File: config.mk
export PLATFORM = sky130hd
export DESIGN_NAME = wtrs_ctrl
export DESIGN_NICKNAME = d
export VERILOG_FILES = /design/src/rtl/core/wtrs_pkg.sv /design/src/rtl/core/wtrs_ctrl.sv
export SDC_FILE = /design/constraint.sdc
export NUM_CORES = 1
export LEC_CHECK = 0
export BUFFER_PORTS_ARGS = -buffer_cell sky130_fd_sc_hd__buf_2
export CORE_ASPECT_RATIO = 1.1
export CORE_MARGIN = 3
export CORE_UTILIZATION = 39
export DETAILED_ROUTE_END_ITERATION = 6
export SLEW_MARGIN = 10
export SYNTH_ARGS = -nofsm -noshare
export SYNTH_HDL_FRONTEND = slang
export SYNTH_SLANG_ARGS = --single-unit
File: constraint.sdc
create_clock -name clk -period 1.54 [get_ports clk]
set_clock_uncertainty 0.2 [all_clocks]
set_input_delay 0.154 -clock clk [delete_from_list [all_inputs] [get_ports clk]]
set_output_delay 0.154 -clock clk [all_outputs]
set_load 0.01 [all_outputs]
File: src/rtl/core/wtrs_pkg.sv
// Shared codes, state and command types for the wavelet tree rank/select core.
`timescale 1ns / 1ps

package wtrs_pkg;

  localparam logic [2:0] OP_CLEAR  = 3'd0;
  localparam logic [2:0] OP_APPEND = 3'd1;
  localparam logic [2:0] OP_BUILD  = 3'd2;
  localparam logic [2:0] OP_ACCESS = 3'd3;
  localparam logic [2:0] OP_RANK   = 3'd4;
  localparam logic [2:0] OP_SELECT = 3'd5;

  localparam logic [1:0] ST_OK        = 2'd0;
  localparam logic [1:0] ST_NOT_FOUND = 2'd1;
  localparam logic [1:0] ST_RANGE     = 2'd2;
  localparam logic [1:0] ST_NOT_READY = 2'd3;

  localparam logic REG_SYMBOL_BITS = 1'b0;

  typedef enum logic [4:0] {
    S_IDLE, S_DISPATCH, S_FINISH,
    S_B_CLR, S_B_HST0, S_B_HST1, S_B_HST2, S_B_SC0, S_B_SC1, S_B_INI,
    S_B_IN0, S_B_IN1, S_B_PL0, S_B_PL1, S_B_PL2, S_B_PL3,
    S_Q_RD, S_Q_UP, S_Q_SEL, S_F_RD, S_F_UP, S_Q_RES
  } state_t;

  typedef enum logic [4:0] {
    C_NOP, C_LOAD, C_FAIL, C_CLEAR, C_APPEND,
    C_B_INIT, C_B_CLR, C_H_SYM, C_H_CUR, C_H_WR,
    C_SC_INIT, C_SC_RD, C_SC_WR, C_IN_INIT, C_IN_RD, C_IN_WR,
    C_PL_INIT, C_PL_SYM, C_PL_LOAD, C_PL_RD, C_PL_WR, C_B_DONE,
    C_Q_INIT, C_SCAN_RD, C_SCAN_UP, C_LVL_END,
    C_SEL_INIT, C_F_RD, C_F_UP, C_F_HIT, C_Q_RES, C_EMIT
  } cmd_e_t;

  typedef struct packed {
    cmd_e_t     cmd;
    logic [1:0] code;
  } dp_cmd_t;

  typedef struct packed {
    logic [2:0] op;
    logic       built;
    logic       full;
    logic       qpos_bad;
    logic       nth_zero;
    logic       j_last;
    logic       j_zero;
    logic       i_eq_len;
    logic       i_eq_s;
    logic       l_last;
    logic       l_zero;
    logic       s_lt_nth;
    logic       i_eq_ps;
    logic       f_hit;
    logic       out_free;
  } dp_stat_t;

endpackage

File: src/rtl/core/wtrs_ctrl.sv
// Sequencer that steps the datapath through build and query walks.
`timescale 1ns / 1ps

module wtrs_ctrl
  import wtrs_pkg::*;
(
  input  logic     clk,
  input  logic     rst_n,
  input  logic     in_tvalid,
  output logic     in_tready,
  input  dp_stat_t stat,
  output dp_cmd_t  cmd
);

  state_t state_r, state_nxt;

  always_ff @(posedge clk) begin
    if (!rst_n) begin
      state_r <= S_IDLE;
    end else begin
      state_r <= state_nxt;
    end
  end

  always_comb begin
    state_nxt = state_r;
    cmd.cmd   = C_NOP;
    cmd.code  = ST_OK;
    in_tready = 1'b0;
    unique case (state_r)
      S_IDLE: begin
        in_tready = 1'b1;
        if (in_tvalid) begin
          cmd.cmd   = C_LOAD;
          state_nxt = S_DISPATCH;
        end
      end
      S_DISPATCH: begin
        state_nxt = S_FINISH;
        unique case (stat.op) inside
          OP_CLEAR: cmd.cmd = C_CLEAR;
          OP_APPEND: begin
            if (stat.full) begin
              cmd.cmd  = C_FAIL;
              cmd.code = ST_NOT_READY;
            end else begin
              cmd.cmd = C_APPEND;
            end
          end
          OP_BUILD: begin
            cmd.cmd   = C_B_INIT;
            state_nxt = S_B_CLR;
          end
          OP_ACCESS, OP_RANK, OP_SELECT: begin
            if (!stat.built) begin
              cmd.cmd  = C_FAIL;
              cmd.code = ST_NOT_READY;
            end else if ((stat.op != OP_SELECT && stat.qpos_bad) ||
                         (stat.op == OP_SELECT && stat.nth_zero)) begin
              cmd.cmd  = C_FAIL;
              cmd.code = ST_RANGE;
            end else begin
              cmd.cmd   = C_Q_INIT;
              state_nxt = S_Q_RD;
            end
          end
          default: state_nxt = S_IDLE;  // unused codes: drop silently
        endcase
      end
      S_FINISH: begin
        if (stat.out_free) begin
          cmd.cmd   = C_EMIT;
          state_nxt = S_IDLE;
        end
      end
      S_B_CLR: begin
        cmd.cmd = C_B_CLR;
        if (stat.j_last) state_nxt = S_B_HST0;
      end
      S_B_HST0: begin
        if (stat.i_eq_len) begin
          cmd.cmd   = C_SC_INIT;
          state_nxt = S_B_SC0;
        end else begin
          cmd.cmd   = C_H_SYM;
          state_nxt = S_B_HST1;
        end
      end
      S_B_HST1: begin
        cmd.cmd   = C_H_CUR;
        state_nxt = S_B_HST2;
      end
      S_B_HST2: begin
        cmd.cmd   = C_H_WR;
        state_nxt = S_B_HST0;
      end
      S_B_SC0: begin
        cmd.cmd   = C_SC_RD;
        state_nxt = S_B_SC1;
      end
      S_B_SC1: begin
        cmd.cmd   = C_SC_WR;
        state_nxt = stat.j_last ? S_B_INI : S_B_SC0;
      end
      S_B_INI: begin
        cmd.cmd   = C_IN_INIT;
        state_nxt = S_B_IN0;
      end
      S_B_IN0: begin
        if (stat.j_zero) begin
          cmd.cmd   = C_PL_INIT;
          state_nxt = S_B_PL0;
        end else begin
          cmd.cmd   = C_IN_RD;
          state_nxt = S_B_IN1;
        end
      end
      S_B_IN1: begin
        cmd.cmd   = C_IN_WR;
        state_nxt = S_B_IN0;
      end
      S_B_PL0: begin
        if (stat.i_eq_len) begin
          cmd.cmd   = C_B_DONE;
          state_nxt = S_FINISH;
        end else begin
          cmd.cmd   = C_PL_SYM;
          state_nxt = S_B_PL1;
        end
      end
      S_B_PL1: begin
        cmd.cmd   = C_PL_LOAD;
        state_nxt = S_B_PL2;
      end
      S_B_PL2: begin
        cmd.cmd   = C_PL_RD;
        state_nxt = S_B_PL3;
      end
      S_B_PL3: begin
        cmd.cmd   = C_PL_WR;
        state_nxt = stat.l_last ? S_B_PL0 : S_B_PL2;
      end
      S_Q_RD: begin
        if (stat.i_eq_s) begin
          cmd.cmd = C_LVL_END;
          if (stat.l_last) begin
            state_nxt = (stat.op == OP_SELECT) ? S_Q_SEL : S_Q_RES;
          end
        end else begin
          cmd.cmd   = C_SCAN_RD;
          state_nxt = S_Q_UP;
        end
      end
      S_Q_UP: begin
        cmd.cmd   = C_SCAN_UP;
        state_nxt = S_Q_RD;
      end
      S_Q_SEL: begin
        if (stat.s_lt_nth) begin
          cmd.cmd   = C_FAIL;
          cmd.code  = ST_NOT_FOUND;
          state_nxt = S_FINISH;
        end else begin
          cmd.cmd   = C_SEL_INIT;
          state_nxt = S_F_RD;
        end
      end
      S_F_RD: begin
        if (stat.i_eq_ps) begin
          cmd.cmd   = C_FAIL;
          cmd.code  = ST_NOT_FOUND;
          state_nxt = S_FINISH;
        end else begin
          cmd.cmd   = C_F_RD;
          state_nxt = S_F_UP;
        end
      end
      S_F_UP: begin
        if (stat.f_hit) begin
          cmd.cmd   = C_F_HIT;
          state_nxt = stat.l_zero ? S_Q_RES : S_F_RD;
        end else begin
          cmd.cmd   = C_F_UP;
          state_nxt = S_F_RD;
        end
      end
      S_Q_RES: begin
        cmd.cmd   = C_Q_RES;
        state_nxt = S_FINISH;
      end
      default: state_nxt = S_IDLE;
    endcase
  end

endmodule

==> results of run 1 <==
==> layout make-up <==
class / count / area [sq um] / area share [%]
Clock buffer: 4 / 26.3 / 1.16
Inverter: 9 / 33.8 / 1.49
Multi-Input combinational cell: 164 / 1240 / 54.8
Sequential cell: 5 / 116 / 5.12
Tap cell: 34 / 42.5 / 1.87
Timing Repair Buffer: 104 / 808 / 35.6
==> per-layer routing <==
| layer | routed length [um] | track usage, % | share of wire (%) |
|---|---|---|---|
| met5 | 0 | 0 | 0 |
| met4 | 209 | 14.6 | 3.5 |
| met3 | 413 | 2.93 | 6.9 |
| met2 | 2940 | 51.1 | 49 |
| met1 | 2410 | 39.4 | 40 |
==> final timing paths <==
path	cells past startpoint	slack, ns	end	startpoint
hold / removal	4	0.11	state_r[0]$_SDFFE_PN0P_	stat[9]
setup reg to reg	7	-0.29	state_r[1]$_SDFFE_PN0P_	state_r[1]$_SDFFE_PN0P_
setup / recovery	7	-0.63	cmd[2]	state_r[1]$_SDFFE_PN0P_
hold reg to reg	3	0.54	state_r[3]$_SDFFE_PN0P_	state_r[3]$_SDFFE_PN0P_
==> metrics by stage <==
stage | std cells | util [%]
floorplan | 198 | -
global placement | 304 | 59.6
detailed placement | 304 | 59.6
CTS | 317 | 69.2
global route | 320 | 73.3
finish | 320 | 73.3
==> worst max-delay path, stage by stage (launching register included) <==
cell	delay (ns)
dfxtp_4	0.36
buf_4	0.14
or2_4	0.24
o21ai_0	0.24
a2bb2oi_1	0.12
o22ai_1	0.20
or3b_4	0.16
buf_6	0.09
==> power groups by stage <==
stage               Combinational (mW)  Sequential (mW)  Clock (mW)
detailed placement               0.575            0.159           0
floorplan                        0.330            0.143           0
global route                     0.798            0.165       0.174
finish                           0.746            0.164       0.170
CTS                              0.659            0.160       0.167
global placement                 0.572            0.159           0
==> cells in the final DEF, fill, tap and decap left out, types with 3 or more instances in the layout <==
master	count
a211oi_1	4
a21oi_1	15
a21oi_2	3
a22o_1	3
a31oi_1	4
buf_2	26
buf_4	62
buf_6	12
clkbuf_4	3
dfxtp_4	4
inv_1	9
mux2i_1	3
nand2_1	9
nand2b_1	9
nand3_1	4
nor2_1	10
nor2b_1	14
nor2b_4	3
nor3_1	7
nor3_2	3
o211ai_1	3
o21ai_0	6
o21ai_1	7
==> kinds of logic after synthesis <==
kind of cell | Yosys count | synth area share [%]
AOI/OAI and AO/OA | 71 | 37.5
buffers and inverters | 29 | 11.9
DFF | 5 | 7.81
muxes | 4 | 3.13
and+or+nand+nor | 89 | 39.6
==> timing repair <==
action,CTS,global route
resized for setup,40,24
setup endpoints to repair,12,13
pin swaps,10,11
buffers inserted,7,3
hold endpoints to repair,2,0
gates cloned,1,0
hold buffers,1,0
==> results.json, run 1 <==
{
  "vias_per_cell": 6.13,
  "cts_sinks": 5,
  "violations": "negative setup slack",
  "fin_crit_sh_pct": 141,
  "yosysSeqAreaShare_pct": 7.81,
  "period_needed_ns": 2.17,
  "grt_start_max_net_pins": 14,
  "syn_area_per_cell_sq_um": 6.47,
  "post_dp_cell_area_sq_um": 1850,
  "dieArea_sq_um": 4010,
  "outcome": "finished with violations",
  "grt_pass1_vias": 1900,
  "cp_max_fo": 5,
  "synth_top_cell_by_area": "dfxtp_1",
  "setup_ws_ns": -0.629,
  "layout_top_registers": "state_r (5)",
  "yosys-top-cells-count": "a21oi_1 (17), nor2b_1 (16), nor2_1 (13), nand2_1 (12)",
  "die_h_um": 66.1,
  "ctsLongestPathBuffers": 2,
  "p_per_area_nw_per_um2": 475,
  "seqPwrFrac_pct": 15.2,
  "clkPwrFrac_pct": 15.7,
  "tritoncts": "built",
  "gr-usage-all-layers_pct": 30.9,
  "post-place-ws_ns": -0.501,
  "place_congestion": 0.936,
  "clkTransAtPathRegs_ns": 0.06,
  "clockRootBuffer": "clkbuf_4",
  "critPathArrivalTime_ns": 1.81,
  "ys_types": 51,
  "clock_latency_ns": 0.26,
  "yosys_warnings": 0,
  "fin_nets": 307,
  "fmax_mhz": 461,
  "io_pins": 28,
  "irDropWorstVdd_mv": 0.297,
  "worst_setup_path_end_kind": "primary output",
  "final_layout_size_suffix_gt1_share_pct": 52.8,
  "cts_made_buffers": 3,
  "drc": 0,
  "place_hpwl_mm": 4.06,
  "antennaDiodeCount": 0,
  "fill_cells": 241,
  "num_rows": 21,
  "die_w_um": 60.7,
  "antenna_found_initial": 0,
  "ys_ff_latch": 5,
  "wl_mm": 5.98,
  "h-tree-depth": 1,
  "dr_total_vias": 1961,
  "syn-num-nets": 218,
  "grt_pass1_wl_mm": 9.43,
  "synth-main-ff-cell": "dfxtp_1",
  "p_leak_nw": 1.02,
  "worstSetupStartpointType": "register",
  "drv_cap": 0,
  "synthArstFlopShare_pct": 0,
  "slew_violations": 0,
  "synth.area.top_cells": "dfxtp_1 (7.8%), nor2b_1 (7.8%), a21oi_1 (6.6%)",
  "io_buffers": 27,
  "hold_viol_final": 0,
  "initial_utilization_pct": 41.3,
  "synth_most_common_cell": "a21oi_1",
  "finalSetupViolations": 11,
  "rsz0062_at_grt": "true",
  "power_mw": 1.08,
  "p_sw_share_pct": 43.2,
  "firstDrtPassIters": 4,
  "relSlewSlack_pct": 66.7,
  "area.growth.synth_to_final_pct": 77.3,
  "crit_type": "register to primary output",
  "switching_power_uw": 466,
  "largest_register_ffs": 5,
  "netlist_area_sq_um": 1280,
  "first_iter_violations": 174,
  "fin_setup_tns_ns": -4.59,
  "synth-edff-count": 0,
  "regMostFlops": "state_r",
  "overflow": 0,
  "syn-instance-count": 198,
  "synth.top_cell.area_share_pct": 7.81,
  "worst_slew_pin_slew_ns": 0.496,
  "p_comb_share_pct": 69.1,
  "coreArea_sq_um": 3100,
  "p_int_uw": 613,
  "timing.hold.ws_ns": 0.109,
  "wl_per_cell_um": 18.7,
  "fin_area_sq_um": 2270,
  "worstPathRequired_ns": 1.19,
  "min_path_type": "primary input to register",
  "drtAntennaViolNets": 0
}
Power figures use the tool's default switching activity.
==> run 2: changes to the inputs <==
--- a/config.mk
+++ b/config.mk
@@ -5,11 +5,14 @@
 export SDC_FILE = /design/constraint.sdc
 export NUM_CORES = 1
 export LEC_CHECK = 0
+export ABC_AREA = 1
 export BUFFER_PORTS_ARGS = -buffer_cell sky130_fd_sc_hd__buf_2
 export CORE_ASPECT_RATIO = 1.1
 export CORE_MARGIN = 3
-export CORE_UTILIZATION = 39
+export CORE_UTILIZATION = 40
 export DETAILED_ROUTE_END_ITERATION = 6
+export PLACE_DENSITY = 0.66
+export SKIP_LAST_GASP = 1
 export SLEW_MARGIN = 10
 export SYNTH_ARGS = -nofsm -noshare
 export SYNTH_HDL_FRONTEND = slang
==> run 2 against run 1 <==
  * The run still ends with negative setup slack left
  * Area after synthesis down 21%
  * Flip-flop and latch count unchanged
  * Critical endpoint is now cmd[6]
  * Sequential power up 13%
  * Maximum frequency down 1.3%
  * Power is 6.7% higher
  * Clock power about the same
  * Final area fell by 17%
  * Critical path depth rose by 3
  * Non-clock buffer count is 25 lower
  * Hold slack got worse by 0.087 ns
  * Clock-buffer cell count did not move
  * Routed wire length decreased by 14%
==> results.json, run 2 <==
{
  "synth.area.top_cells": "nand2_1 (19%), nor2_1 (15%), nand3_1 (11%)",
  "antenna_found_initial": 0,
  "power_mw": 1.15,
  "wl_per_cell_um": 16.4,
  "antennaDiodeCount": 0,
  "netlist_area_sq_um": 1010,
  "p_comb_share_pct": 68.8,
  "yosys_warnings": 0,
  "layout_common_cells": "buf_4 (45), nand2_1 (41), nor2_1 (31)",
  "synth.top_cell.area_share_pct": 19.3,
  "outcome": "finished with violations",
  "period_needed_ns": 2.20,
  "firstDrtPassIters": 5,
  "regMostFlops": "state_r",
  "wl_mm": 5.14,
  "synth_top_cell_by_area": "nand2_1",
  "ys_types": 24,
  "drv_cap": 0,
  "p_leak_nw": 1.01,
  "min_path_type": "primary input to register",
  "initial_utilization_pct": 43.6,
  "whs_path_depth": 4,
  "io_pins": 28,
  "switching_power_uw": 542,
  "worstPathRequired_ns": 1.19,
  "tritoncts": "built",
  "critPathArrivalTime_ns": 1.84,
  "fin_crit_sh_pct": 143,
  "cts_hold_buf": 0,
  "syn_area_per_cell_sq_um": 5.04,
  "final_util_pct": 81.2,
  "grt_start_max_net_pins": 9,
  "grt_pass1_wl_mm": 7.00,
  "timing.hold.ws_ns": 0.0218,
  "clock_latency_ns": 0.26,
  "setup_ws_ns": -0.657,
  "cp_max_fo": 5,
  "place_hpwl_mm": 3.26,
  "vias_per_cell": 5.58,
  "violations": "negative setup slack",
  "slew_violations": 0,
  "fmax_mhz": 455,
  "yosysSeqAreaShare_pct": 9.89,
  "finalSetupViolations": 13,
  "reg2reg_depth": 12,
  "syn-num-nets": 221,
  "p_int_uw": 609,
  "die_h_um": 58.8,
  "clockRootBuffer": "clkbuf_4",
  "fin_nets": 304,
  "drtAntennaViolNets": 0,
  "worstSetupStartpointType": "register",
  "yosys-top-cells-count": "nand2_1 (52), nor2_1 (41), inv_1 (30), nand3_1 (23), nor3_1 (9)",
  "cts_made_buffers": 3,
  "fill_cells": 163,
  "dr_total_vias": 1748,
  "final_layout_size_suffix_gt1_share_pct": 54.1,
  "clkTransAtPathRegs_ns": 0.05,
  "largest_register_ffs": 5,
  "num_rows": 18,
  "first_iter_violations": 110,
  "irDropWorstVdd_mv": 0.665,
  "crit_type": "register to primary output",
  "rsz0062_at_grt": "true",
  "io_buffers": 27,
  "synthArstFlopShare_pct": 0,
  "layout_top_registers": "state_r (5)",
  "worst_slew_pin_slew_ns": 0.357,
  "relSlewSlack_pct": 75.9,
  "cts_sinks": 5,
  "ctsLongestPathBuffers": 2,
  "synth-edff-count": 0,
  "grt_pass1_vias": 1575,
  "worst_setup_path_end_kind": "primary output",
  "overflow": 0,
  "synth_most_common_cell": "nand2_1",
  "p_per_area_nw_per_um2": 611,
  "ys_ff_latch": 5,
  "p_sw_share_pct": 47.1,
  "seqPwrFrac_pct": 16.1,
  "mostFrequentLayoutCell": "buf_4",
  "gr-usage-all-layers_pct": 29.9,
  "dieArea_sq_um": 3170,
  "die_w_um": 54.0,
  "clkPwrFrac_pct": 15.1,
  "hold_viol_final": 0,
  "syn-instance-count": 201,
  "area.growth.synth_to_final_pct": 86.0,
  "synth-main-ff-cell": "dfxtp_1",
  "h-tree-depth": 1,
  "drc": 0,
  "place_congestion": 1.01,
  "coreArea_sq_um": 2320
}
run 2: cell types whose count changed in the layout (fill, tap and decap cells not counted), moves of 13 or more:
cell and change:
buf_4 -17, nand2_1 +32, nand3_1 +14, a21oi_1 -13, nor2b_1 -14, nor2_1 +21
run 2: layout make-up:
type                            instances  area (sq um)  share of cell area, %
Multi-Input combinational cell        162          1010                   53.6
Inverter                               33           131                   6.98
Tap cell                               30          37.5                   1.99
Timing Repair Buffer                   79           564                   30.0
Clock buffer                            4          26.3                   1.40
Sequential cell                         5           114                   6.05
run 2: cell families after synthesis:
family	count (synthesis)	synth area share (%)
AND/OR/NAND/NOR	144	66.1
buffers and inverters	34	12.6
AO/OA/AOI/OAI	18	11.4
flip-flops	5	9.89
run 2: power groups by stage:
stage	combinational, mW	clock (mW)	sequential (mW)
after floorplan	0.288	0	0.173
after global placement	0.519	0	0.179
after detailed placement	0.518	0	0.177
after CTS	0.646	0.157	0.179
after global routing	0.846	0.179	0.187
final	0.792	0.173	0.186
run 2: critical path, stage by stage (launching register included):
cell,delay [ns]
dfxtp_4,0.37
buf_4,0.15
nand2_4,0.08
inv_2,0.06
nand2_2,0.08
inv_1,0.07
nor2_1,0.16
nand2_1,0.10
nor3_2,0.22
nand3_1,0.13
buf_2,0.16
run 2: repair_timing:
item | 4_1_cts | 5_1_grt
pin swaps | 20 | 22
resized for setup | 51 | 33
setup buffers | 14 | 8
setup endpoints to repair | 13 | 13
run 2: per-layer routing:
metal / vias to the layer above / routed length [um] / global-route usage, %
met2: 114 / 2370 / 48.8
li1: 813 / - / -
met3: 34 / 501 / 6.08
met5: - / 0 / 0
met4: 0 / 318 / 13.1
met1: 787 / 1950 / 37.0
run 2: final timing paths:
path / startpoint / slack [ns] / end
max: state_r[3]$_SDFFE_PN0P_ / -0.66 / cmd[6]
min: stat[9] / 0.02 / state_r[0]$_SDFFE_PN0P_
max reg2reg: state_r[4]$_SDFFE_PN0P_ / -0.35 / state_r[1]$_SDFFE_PN0P_
min reg2reg: state_r[0]$_SDFFE_PN0P_ / 0.66 / state_r[0]$_SDFFE_PN0P_
run 2: per-stage QoR:
stage | cells | setup slack, ns | TNS (ns) | area, sq um
after floorplan | 201 | 0.00505 | 0 | 1020
after global placement | 292 | -0.250 | -1.91 | 1450
after detailed placement | 292 | -0.240 | -1.87 | 1450
after CTS | 307 | -0.400 | -3.20 | 1710
after global routing | 313 | -0.684 | -5.05 | 1880
final | 313 | -0.657 | -4.36 | 1880
